`config.mk`:
```
export PLATFORM = sky130hd
export DESIGN_NAME = noise_level_window_tracker
export DESIGN_NICKNAME = d
export VERILOG_FILES = /design/src/hdl/nlwt_pkg.sv /design/src/hdl/nlwt_sample_win.sv /design/src/hdl/nlwt_dev_win.sv /design/src/hdl/noise_level_window_tracker.sv
export SDC_FILE = /design/constraint.sdc
export NUM_CORES = 2
export LEC_CHECK = 0
export BUFFER_PORTS_ARGS = -buffer_cell sky130_fd_sc_hd__buf_2
export CORE_MARGIN = 5
export CORE_UTILIZATION = 30
export DETAILED_ROUTE_END_ITERATION = 10
export PLACE_DENSITY = 0.53
export SLEW_MARGIN = 10
export SYNTH_ARGS = -nofsm -noshare
export SYNTH_HDL_FRONTEND = slang
export SYNTH_SLANG_ARGS = --single-unit
```
`constraint.sdc`:
```
create_clock -name aclk -period 7.7 [get_ports aclk]
set_clock_uncertainty 0.1 [all_clocks]
set_input_delay 0.385 -clock aclk [delete_from_list [all_inputs] [get_ports aclk]]
set_output_delay 0.385 -clock aclk [all_outputs]
set_load 0.1 [all_outputs]
```
`src/hdl/nlwt_pkg.sv`:
```
// Shared types and constants for the noise level window tracker.
`timescale 1ns / 1ps

package nlwt_pkg;

    localparam int DEADBAND_W = 4;
    localparam logic [DEADBAND_W-1:0] DEADBAND_RESET = 4'd2;

    localparam int OUT_W = 10;
    localparam int SUM_W = 16;

    typedef struct packed {
        logic eval;
        logic dev_full;
    } item_flags_t;

endpackage

```
`src/hdl/nlwt_sample_win.sv`:
```
// Sample window: window memory, fill/head tracking, running sum, mean and deviation.
`timescale 1ns / 1ps

module nlwt_sample_win #(
    parameter int WINDOW      = 100,
    parameter int SAMPLE_BITS = 10
) (
    input  logic                             aclk,
    input  logic                             aresetn,
    input  logic [nlwt_pkg::DEADBAND_W-1:0]  deadband,
    input  logic                             in_valid,
    output logic                             in_ready,
    input  logic [SAMPLE_BITS-1:0]           in_sample,
    output logic                             out_valid,
    input  logic                             out_ready,
    output logic [SAMPLE_BITS-1:0]           out_sample,
    output logic [SAMPLE_BITS-1:0]           out_mean,
    output logic [SAMPLE_BITS-1:0]           out_dist,
    output nlwt_pkg::item_flags_t            out_flags
);
    import nlwt_pkg::*;

    localparam int LW = $clog2(WINDOW);
    localparam int FW = $clog2(WINDOW + 1);
    localparam int TW = SAMPLE_BITS + LW;
    localparam int SH = TW + LW;
    localparam int MW = TW + 1;
    localparam int PW = TW + MW;
    // exact for every total below 2**TW
    localparam longint unsigned RECIP =
        ((64'd1 << SH) + 64'(WINDOW) - 64'd1) / 64'(WINDOW);
    localparam logic [MW-1:0] MULT = MW'(RECIP);

    logic [SAMPLE_BITS-1:0] ram [WINDOW];
    logic [SAMPLE_BITS-1:0] ram_rd_reg;

    logic [FW-1:0] fill_reg, fill_next;
    logic [LW-1:0] head_reg, head_next;
    logic [TW-1:0] total_reg, total_next;
    logic          full;
    logic [LW-1:0] wr_addr;

    logic                   v1_reg, v2_reg, v3_reg, v4_reg;
    logic                   take1, take2, take3, take4;
    logic                   load1, load2, load3, load4;
    logic [SAMPLE_BITS-1:0] s1_reg, s2_reg, s3_reg, s4_reg;
    logic                   ev1_reg, ev2_reg, ev3_reg, ev4_reg;
    logic [TW-1:0]          tot2_reg;
    logic [PW-1:0]          prod3_reg;
    logic [SAMPLE_BITS-1:0] mean4_reg, dist4_reg;

    logic [SAMPLE_BITS-1:0] mean3, diff3, dist3, db_ext;

    // elastic stage chain
    assign take4 = !v4_reg || out_ready;
    assign take3 = !v3_reg || take4;
    assign take2 = !v2_reg || take3;
    assign take1 = !v1_reg || take2;
    assign load4 = v3_reg && take4;
    assign load3 = v2_reg && take3;
    assign load2 = v1_reg && take2;
    assign load1 = in_valid && take1;
    assign in_ready = take1;

    assign full    = (fill_reg == FW'(WINDOW));
    assign wr_addr = full ? head_reg : fill_reg[LW-1:0];

    always_comb begin
        fill_next = fill_reg;
        head_next = head_reg;
        if (load1) begin
            if (full) begin
                head_next = (head_reg == LW'(WINDOW - 1)) ? '0 : head_reg + 1'b1;
            end else begin
                fill_next = fill_reg + 1'b1;
            end
        end
    end

    always_comb begin
        total_next = total_reg;
        if (load2) begin
            if (ev1_reg) begin
                total_next = total_reg - TW'(ram_rd_reg) + TW'(s1_reg);
            end else begin
                total_next = total_reg + TW'(s1_reg);
            end
        end
    end

    // read-first: old entry comes out while the new sample goes in
    always_ff @(posedge aclk) begin
        if (load1) begin
            ram_rd_reg   <= ram[wr_addr];
            ram[wr_addr] <= in_sample;
        end
    end

    always_comb begin
        db_ext = SAMPLE_BITS'(deadband);
        mean3  = prod3_reg[SH +: SAMPLE_BITS];
        diff3  = (mean3 > s3_reg) ? (mean3 - s3_reg) : (s3_reg - mean3);
        dist3  = (diff3 <= db_ext) ? '0 : (diff3 - db_ext);
    end

    always_ff @(posedge aclk) begin
        if (!aresetn) begin
            fill_reg  <= '0;
            head_reg  <= '0;
            total_reg <= '0;
            v1_reg    <= 1'b0;
            v2_reg    <= 1'b0;
            v3_reg    <= 1'b0;
            v4_reg    <= 1'b0;
        end else begin
            fill_reg  <= fill_next;
            head_reg  <= head_next;
            total_reg <= total_next;
            if (take1) v1_reg <= in_valid;
            if (take2) v2_reg <= v1_reg;
            if (take3) v3_reg <= v2_reg;
            if (take4) v4_reg <= v3_reg;
        end
    end

    always_ff @(posedge aclk) begin
        if (load1) begin
            s1_reg  <= in_sample;
            ev1_reg <= full;
        end
        if (load2) begin
            s2_reg   <= s1_reg;
            ev2_reg  <= ev1_reg;
            tot2_reg <= total_next;
        end
        if (load3) begin
            s3_reg    <= s2_reg;
            ev3_reg   <= ev2_reg;
            prod3_reg <= PW'(tot2_reg) * PW'(MULT);
        end
        if (load4) begin
            s4_reg    <= s3_reg;
            ev4_reg   <= ev3_reg;
            mean4_reg <= mean3;
            dist4_reg <= dist3;
        end
    end

    assign out_valid          = v4_reg;
    assign out_sample         = s4_reg;
    assign out_mean           = mean4_reg;
    assign out_dist           = dist4_reg;
    assign out_flags.eval     = ev4_reg;
    assign out_flags.dev_full = 1'b0;

endmodule

```
`src/hdl/nlwt_dev_win.sv`:
```
// Deviation window: deviation memory, fill/head tracking, running sum and mean.
`timescale 1ns / 1ps

module nlwt_dev_win #(
    parameter int DEV_WINDOW  = 60,
    parameter int SAMPLE_BITS = 10
) (
    input  logic                                          aclk,
    input  logic                                          aresetn,
    input  logic                                          in_valid,
    output logic                                          in_ready,
    input  logic [SAMPLE_BITS-1:0]                        in_sample,
    input  logic [SAMPLE_BITS-1:0]                        in_mean,
    input  logic [SAMPLE_BITS-1:0]                        in_dist,
    input  nlwt_pkg::item_flags_t                         in_flags,
    output logic                                          out_valid,
    input  logic                                          out_ready,
    output logic [SAMPLE_BITS-1:0]                        out_sample,
    output logic [SAMPLE_BITS-1:0]                        out_mean,
    output logic [SAMPLE_BITS-1:0]                        out_dist,
    output logic [SAMPLE_BITS+$clog2(DEV_WINDOW)-1:0]     out_sum,
    output logic [SAMPLE_BITS-1:0]                        out_dmean,
    output nlwt_pkg::item_flags_t                         out_flags
);
    import nlwt_pkg::*;

    localparam int LW = $clog2(DEV_WINDOW);
    localparam int FW = $clog2(DEV_WINDOW + 1);
    localparam int TW = SAMPLE_BITS + LW;
    localparam int SH = TW + LW;
    localparam int MW = TW + 1;
    localparam int PW = TW + MW;
    localparam longint unsigned RECIP =
        ((64'd1 << SH) + 64'(DEV_WINDOW) - 64'd1) / 64'(DEV_WINDOW);
    localparam logic [MW-1:0] MULT = MW'(RECIP);

    logic [SAMPLE_BITS-1:0] ram [DEV_WINDOW];
    logic [SAMPLE_BITS-1:0] ram_rd_reg;

    logic [FW-1:0] fill_reg, fill_next;
    logic [LW-1:0] head_reg, head_next;
    logic [TW-1:0] total_reg, total_next;
    logic          full;
    logic [LW-1:0] wr_addr;

    logic                   v1_reg, v2_reg, v3_reg;
    logic                   take1, take2, take3;
    logic                   load1, load2, load3;
    logic [SAMPLE_BITS-1:0] s1_reg, s2_reg, s3_reg;
    logic [SAMPLE_BITS-1:0] m1_reg, m2_reg, m3_reg;
    logic [SAMPLE_BITS-1:0] d1_reg, d2_reg, d3_reg;
    item_flags_t            f1_reg, f2_reg, f3_reg;
    logic [TW-1:0]          tot2_reg, tot3_reg;
    logic [PW-1:0]          prod3_reg;

    assign take3 = !v3_reg || out_ready;
    assign take2 = !v2_reg || take3;
    assign take1 = !v1_reg || take2;
    assign load3 = v2_reg && take3;
    assign load2 = v1_reg && take2;
    assign load1 = in_valid && take1;
    assign in_ready = take1;

    assign full    = (fill_reg == FW'(DEV_WINDOW));
    assign wr_addr = full ? head_reg : fill_reg[LW-1:0];

    // only evaluated items feed the deviation window
    always_comb begin
        fill_next = fill_reg;
        head_next = head_reg;
        if (load1 && in_flags.eval) begin
            if (full) begin
                head_next = (head_reg == LW'(DEV_WINDOW - 1)) ? '0 : head_reg + 1'b1;
            end else begin
                fill_next = fill_reg + 1'b1;
            end
        end
    end

    always_comb begin
        total_next = total_reg;
        if (load2 && f1_reg.eval) begin
            if (f1_reg.dev_full) begin
                total_next = total_reg - TW'(ram_rd_reg) + TW'(d1_reg);
            end else begin
                total_next = total_reg + TW'(d1_reg);
            end
        end
    end

    always_ff @(posedge aclk) begin
        if (load1 && in_flags.eval) begin
            ram_rd_reg   <= ram[wr_addr];
            ram[wr_addr] <= in_dist;
        end
    end

    always_ff @(posedge aclk) begin
        if (!aresetn) begin
            fill_reg  <= '0;
            head_reg  <= '0;
            total_reg <= '0;
            v1_reg    <= 1'b0;
            v2_reg    <= 1'b0;
            v3_reg    <= 1'b0;
        end else begin
            fill_reg  <= fill_next;
            head_reg  <= head_next;
            total_reg <= total_next;
            if (take1) v1_reg <= in_valid;
            if (take2) v2_reg <= v1_reg;
            if (take3) v3_reg <= v2_reg;
        end
    end

    always_ff @(posedge aclk) begin
        if (load1) begin
            s1_reg          <= in_sample;
            m1_reg          <= in_mean;
            d1_reg          <= in_dist;
            f1_reg.eval     <= in_flags.eval;
            f1_reg.dev_full <= full;
        end
        if (load2) begin
            s2_reg   <= s1_reg;
            m2_reg   <= m1_reg;
            d2_reg   <= d1_reg;
            f2_reg   <= f1_reg;
            tot2_reg <= total_next;
        end
        if (load3) begin
            s3_reg    <= s2_reg;
            m3_reg    <= m2_reg;
            d3_reg    <= d2_reg;
            f3_reg    <= f2_reg;
            tot3_reg  <= tot2_reg;
            prod3_reg <= PW'(tot2_reg) * PW'(MULT);
        end
    end

    assign out_valid  = v3_reg;
    assign out_sample = s3_reg;
    assign out_mean   = m3_reg;
    assign out_dist   = d3_reg;
    assign out_flags  = f3_reg;
    assign out_sum    = tot3_reg;
    assign out_dmean  = prod3_reg[SH +: SAMPLE_BITS];

endmodule

```
`src/hdl/noise_level_window_tracker.sv`:
```
// Top level of the noise level window tracker: deadband register and held result register.
`timescale 1ns / 1ps

// Usage:
//   Input channel s_valid/s_ready carries one sample per item. Result
//   channel m_valid/m_ready returns exactly one result item per sample.
//   cfg_wr_en/cfg_wr_data write the 4-bit deadband; write it only while
//   no item is in flight.
//   Each item passes the sample-window stages, deviation-window stages and output register.
//   Throughput: one item per cycle unless m_ready stalls. Each window memory has a single
//   read-first port that reads the oldest entry while it writes the new
//   one, and each running sum register is updated at most once per item.
//   Before a window is full its statistics are not loaded; the result
//   fields fed by that window repeat their last values, zero after
//   reset. Reset empties both windows, clears the held results and sets
//   the deadband to 2. No clearing pass is needed.
//   When the receiver stalls, the result waits in the output register
//   and the internal stages keep taking items until every stage is
//   occupied; only then does s_ready drop.
module noise_level_window_tracker #(
    parameter int WINDOW      = 100,
    parameter int DEV_WINDOW  = 60,
    parameter int SAMPLE_BITS = 10
) (
    input  logic                             aclk,
    input  logic                             aresetn,
    input  logic                             cfg_wr_en,
    input  logic [nlwt_pkg::DEADBAND_W-1:0]  cfg_wr_data,
    input  logic                             s_valid,
    output logic                             s_ready,
    input  logic [SAMPLE_BITS-1:0]           s_sample,
    output logic                             m_valid,
    input  logic                             m_ready,
    output logic [nlwt_pkg::OUT_W-1:0]       m_sample_echo,
    output logic [nlwt_pkg::OUT_W-1:0]       m_window_mean,
    output logic [nlwt_pkg::OUT_W-1:0]       m_deviation,
    output logic [nlwt_pkg::SUM_W-1:0]       m_deviation_sum,
    output logic [nlwt_pkg::OUT_W-1:0]       m_deviation_mean
);
    import nlwt_pkg::*;

    localparam int DTW = SAMPLE_BITS + $clog2(DEV_WINDOW);

    logic [DEADBAND_W-1:0] deadband_reg;

    logic                   sw_valid, sw_ready;
    logic [SAMPLE_BITS-1:0] sw_sample, sw_mean, sw_dist;
    item_flags_t            sw_flags;

    logic                   dv_valid;
    logic [SAMPLE_BITS-1:0] dv_sample, dv_mean, dv_dist, dv_dmean;
    logic [DTW-1:0]         dv_sum;
    item_flags_t            dv_flags;

    logic                   m_valid_reg;
    logic [OUT_W-1:0]       echo_reg, wmean_reg, dev_reg, dmean_reg;
    logic [SUM_W-1:0]       dsum_reg;
    logic                   out_take, out_load;

    always_ff @(posedge aclk) begin
        if (!aresetn) begin
            deadband_reg <= DEADBAND_RESET;
        end else if (cfg_wr_en) begin
            deadband_reg <= cfg_wr_data;
        end
    end

    nlwt_sample_win #(
        .WINDOW      (WINDOW),
        .SAMPLE_BITS (SAMPLE_BITS)
    ) u_sample_win (
        .aclk       (aclk),
        .aresetn    (aresetn),
        .deadband   (deadband_reg),
        .in_valid   (s_valid),
        .in_ready   (s_ready),
        .in_sample  (s_sample),
        .out_valid  (sw_valid),
        .out_ready  (sw_ready),
        .out_sample (sw_sample),
        .out_mean   (sw_mean),
        .out_dist   (sw_dist),
        .out_flags  (sw_flags)
    );

    nlwt_dev_win #(
        .DEV_WINDOW  (DEV_WINDOW),
        .SAMPLE_BITS (SAMPLE_BITS)
    ) u_dev_win (
        .aclk       (aclk),
        .aresetn    (aresetn),
        .in_valid   (sw_valid),
        .in_ready   (sw_ready),
        .in_sample  (sw_sample),
        .in_mean    (sw_mean),
        .in_dist    (sw_dist),
        .in_flags   (sw_flags),
        .out_valid  (dv_valid),
        .out_ready  (out_take),
        .out_sample (dv_sample),
        .out_mean   (dv_mean),
        .out_dist   (dv_dist),
        .out_sum    (dv_sum),
        .out_dmean  (dv_dmean),
        .out_flags  (dv_flags)
    );

    assign out_take = !m_valid_reg || m_ready;
    assign out_load = dv_valid && out_take;

    // the output register doubles as the held results
    always_ff @(posedge aclk) begin
        if (!aresetn) begin
            m_valid_reg <= 1'b0;
            echo_reg    <= '0;
            wmean_reg   <= '0;
            dev_reg     <= '0;
            dsum_reg    <= '0;
            dmean_reg   <= '0;
        end else begin
            if (out_take) m_valid_reg <= dv_valid;
            if (out_load) begin
                echo_reg <= OUT_W'(dv_sample);
                if (dv_flags.eval) begin
                    wmean_reg <= OUT_W'(dv_mean);
                    dev_reg   <= OUT_W'(dv_dist);
                    if (dv_flags.dev_full) begin
                        dsum_reg  <= SUM_W'(dv_sum);
                        dmean_reg <= OUT_W'(dv_dmean);
                    end
                end
            end
        end
    end

    assign m_valid          = m_valid_reg;
    assign m_sample_echo    = echo_reg;
    assign m_window_mean    = wmean_reg;
    assign m_deviation      = dev_reg;
    assign m_deviation_sum  = dsum_reg;
    assign m_deviation_mean = dmean_reg;

`ifndef NO_ASSERTIONS
    // backpressure only originates from a stalled result
    a_stall_origin: assert property (@(posedge aclk) disable iff (!aresetn)
        !s_ready |-> (m_valid && !m_ready))
        else $error("s_ready low without a stalled result");

    // held statistics change only when an item is loaded
    a_held_stable: assert property (@(posedge aclk) disable iff (!aresetn)
        ($past(aresetn) && !$past(out_load)) |->
            ($stable(m_window_mean) && $stable(m_deviation) &&
             $stable(m_deviation_sum) && $stable(m_deviation_mean)))
        else $error("held results changed without a new item");

    // a result is only loaded into an empty or draining output register
    a_no_overwrite: assert property (@(posedge aclk) disable iff (!aresetn)
        (m_valid && !m_ready) |=> ($stable(m_sample_echo) && m_valid))
        else $error("output register overwritten while stalled");
`endif

endmodule
```
==> reports/summary.json <==
{
  "cts.hold.buffers_added": 22,
  "worst-path-max-fanout": 7,
  "ys.flop_type": "sky130_fd_sc_hd__edfxtp_1",
  "first_global_vias": 47100,
  "fin_crit_sh": 0.828,
  "cp-end-kind": "flop",
  "number_of_antenna_violating_nets_in_the_routed_design": 0,
  "layout.filler_cells": 26300,
  "ys_ff_latch": 1976,
  "numCtsBuffers": 213,
  "grt.overflow.total": 0,
  "maximum_number_of_pins_on_one_net_before_global_route_repair": 122,
  "registers.top_by_ff_count": "u_sample_win.ram",
  "max_cap_viol_count": 0,
  "crit_slowest_cell": "sky130_fd_sc_hd__fa_1",
  "stdcell_count": 9449,
  "longest_clk_path_bufs": 4,
  "slowest_delay_ns": 0.63,
  "ctsResizeCount": 0,
  "startpoint_type": "flop",
  "detail_route.drc_violations": 0,
  "synth-warning-count": 0,
  "crit_arrival_ns": 6.89,
  "total_routing_usage_gr": 0.142,
  "ir_drop_mv": 0.225,
  "wl_per_cell_um": 22.2,
  "power.total_mw": 26.0,
  "hold_depth": 2,
  "clk_root_buffer_cell": "sky130_fd_sc_hd__clkbuf_16",
  "clk_pin_slew_ns": 0.06,
  "setup.worst_path.class": "reg2reg",
  "detailedPlacementHpwl_mm": 127,
  "worst-slew-pin-transition_ns": 1.27,
  "die_w_um": 536,
  "placeableCoreArea_um2": 276000,
  "synth-seq-area-share": 0.699,
  "synth_top_cell_by_area": "sky130_fd_sc_hd__edfxtp_1",
  "top_level_ports": 77,
  "netlist_top_cells_count": "1,849 x sky130_fd_sc_hd__edfxtp_1, 393 x sky130_fd_sc_hd__inv_1, 367 x sky130_fd_sc_hd__nand2_1, 327 x sky130_fd_sc_hd__ha_1, 271 x sky130_fd_sc_hd__nor2_1",
  "cts_setup_buffers": 0,
  "crit_chain": "fa_1, inv_1, fa_1, inv_1, fa_1, inv_1, fa_1, inv_1, fa_1, inv_1, fa_1, inv_1, ha_1, nand4_1, o31a_1, o21ai_0, a211oi_1, o31ai_1, a21oi_1, xnor2_1",
  "clock.fmax_mhz": 157,
  "viasPerCell": 4.99,
  "tns_ns": 0,
  "rsz0062_at_grt": "no",
  "final-max-slew-violation-count": 0,
  "timing.final.hold_violations": 0,
  "r2r.worst_path.cells": 20,
  "grt_antenna_before_repair": 2,
  "routed-via-count": 47100,
  "insertion_delay_ns": 0.86,
  "post_synth_main_area_contributors": "sky130_fd_sc_hd__edfxtp_1 67%, sky130_fd_sc_hd__ha_1 4.9%, sky130_fd_sc_hd__fa_1 3.6%",
  "placed_cells": 9041,
  "largest_reg_flops": 1000,
  "reg.largest.list": "u_sample_win.ram (1000), u_dev_win.ram (600)",
  "syn-num-nets": 5921,
  "async_reset_ff_frac": 0,
  "yosys_top_cell_area_share": 0.669,
  "drt_first_pass_iters": 9,
  "layout.nets": 6069,
  "cts_num_sinks": 1976,
  "outcome": "completed",
  "synthesis.area_um2": 83100,
  "finalWorstPathRequiredPeriod_ns": 6.38,
  "fp-row-count": 193,
  "htreeDepth": 4,
  "synthMostInstantiatedCell": "sky130_fd_sc_hd__edfxtp_1",
  "design.die.area_um2": 287000,
  "dr.first_iter.drc_count": 4646,
  "synthesis_to_layout_area_growth_pct": 14.6,
  "worstHoldPathType": "in2reg",
  "synth_cell_type_count": 87,
  "synth-edff-count": 1849,
  "floorplan.initialDensity": 0.301,
  "synth_area_per_cell_um2": 15.3,
  "cts_tree": "done",
  "die_height_um": 536,
  "max-slew-margin-rel": 0.151,
  "power.density_nw_per_um2": 273,
  "gp_routability_congestion": 0.831,
  "post_route_cells_drive_above_1_share": 0.0965,
  "drt_wl_total_mm": 209,
  "port_buffer_cells": 76,
  "critical_path_required_ns": 8.21,
  "leakage_nw": 32.1,
  "setup_violations_final": 0,
  "grt_pass1_wl_mm": 313,
  "postSynthCellCount": 5425
}
==> worst max-delay path: cells and delay by family (launching register included) <==
family	cells	cell delay, ns
adder cells (fa/ha/maj)	7	3.39
buffers and inverters	6	0.32
XOR/XNOR	1	0.14
AND/OR/NAND/NOR	1	0.09
flip-flops	1	0.56
AO/OA/AOI/OAI	5	1.56
==> logic make-up (layout without fill, tap and decap cells) <==
logic type,count (synthesis),in the layout,synth area share
xor+xnor,86,86,0.00907
flops,1976,1976,0.699
buf+inv,655,972,0.0315
other cells,0,2,0
fa+ha+maj,477,477,0.0854
simple gates,907,907,0.0492
compound gates,1267,1267,0.115
mux,57,57,0.0108
==> stage by stage <==
stage / util / hold WS [ns] / area [um^2] / worst slack [ns]
2_1_floorplan: - / 0.300 / 83100 / 1.84
3_3_place_gp: 0.319 / 0.305 / 88000 / 1.13
3_5_place_dp: 0.319 / 0.305 / 88000 / 1.11
4_1_cts: 0.345 / 0.147 / 95200 / 1.19
5_1_grt: 0.345 / 0.229 / 95200 / 0.967
6_report: 0.345 / 0.228 / 95200 / 1.32
==> where the power goes <==
| group | internal, mW | leakage [nW] | switching (mW) |
|---|---|---|---|
| logic | 1.60 | 11.1 | 2.26 |
| clock network | 5.96 | 3.32 | 4.20 |
| registers | 11.9 | 17.7 | 0.0688 |
| total | 19.5 | 32.1 | 6.52 |
==> layout make-up <==
cell class / count / area [um^2] / area share
Clock buffer: 269 / 5600 / 0.0589
Antenna cell: 2 / 5.00 / 0.0000526
Clock inverter: 115 / 1290 / 0.0135
Inverter: 395 / 1490 / 0.0156
Multi-Input combinational cell: 2794 / 22600 / 0.238
Sequential cell: 1976 / 58100 / 0.610
Timing Repair Buffer: 193 / 1490 / 0.0156
Tap cell: 3705 / 4640 / 0.0487
==> routing by layer <==
layer  track usage  wire [um]  vias up  part of all wire
met5             0          0        -                 0
met4        0.0358       4880        0             0.023
met3        0.0210      12800      305             0.061
met2         0.226      96600     1516              0.46
met1         0.204      95100    23900              0.45
li1              -          -    21500                 -
==> final timing paths <==
path | from | slack (ns) | end
worst max-delay path | u_sample_win.tot2_reg[3]$_DFFE_PP_ | 1.32 | u_sample_win.prod3_reg[33]$_DFFE_PP_
worst min-delay path | s_sample[0] | 0.23 | u_sample_win.ram[84][0]$_DFFE_PP_
worst max register to register | u_sample_win.tot2_reg[3]$_DFFE_PP_ | 1.32 | u_sample_win.prod3_reg[33]$_DFFE_PP_
worst min register to register | u_sample_win.out_sample[0]$_DFFE_PP_ | 0.31 | u_dev_win.s1_reg[0]$_DFFE_PP_
==> layout by cell type (no fill, tap or decap), types with 26 or more instances in the layout <==
cell,instances
sky130_fd_sc_hd__edfxtp_1,1849
sky130_fd_sc_hd__inv_1,391
sky130_fd_sc_hd__nand2_1,367
sky130_fd_sc_hd__ha_1,327
sky130_fd_sc_hd__nor2_1,271
sky130_fd_sc_hd__clkbuf_16,214
sky130_fd_sc_hd__a22oi_1,200
sky130_fd_sc_hd__a31oi_1,161
sky130_fd_sc_hd__a21oi_1,152
sky130_fd_sc_hd__a221oi_1,150
sky130_fd_sc_hd__fa_1,150
sky130_fd_sc_hd__a22o_1,149
sky130_fd_sc_hd__dfxtp_1,127
sky130_fd_sc_hd__a222oi_1,120
sky130_fd_sc_hd__buf_4,93
sky130_fd_sc_hd__o21ai_0,87
sky130_fd_sc_hd__buf_2,66
sky130_fd_sc_hd__xnor2_1,51
sky130_fd_sc_hd__clkbuf_1,51
sky130_fd_sc_hd__a21o_1,42
sky130_fd_sc_hd__nand3_1,40
sky130_fd_sc_hd__nand4_1,40
sky130_fd_sc_hd__nor3_1,37
sky130_fd_sc_hd__a41oi_1,37
sky130_fd_sc_hd__xor2_1,35
sky130_fd_sc_hd__and2_1,32
sky130_fd_sc_hd__clkinv_2,32
sky130_fd_sc_hd__clkinv_1,32
sky130_fd_sc_hd__o41ai_1,31
sky130_fd_sc_hd__mux2i_1,26
Power figures use the tool's default switching activity.
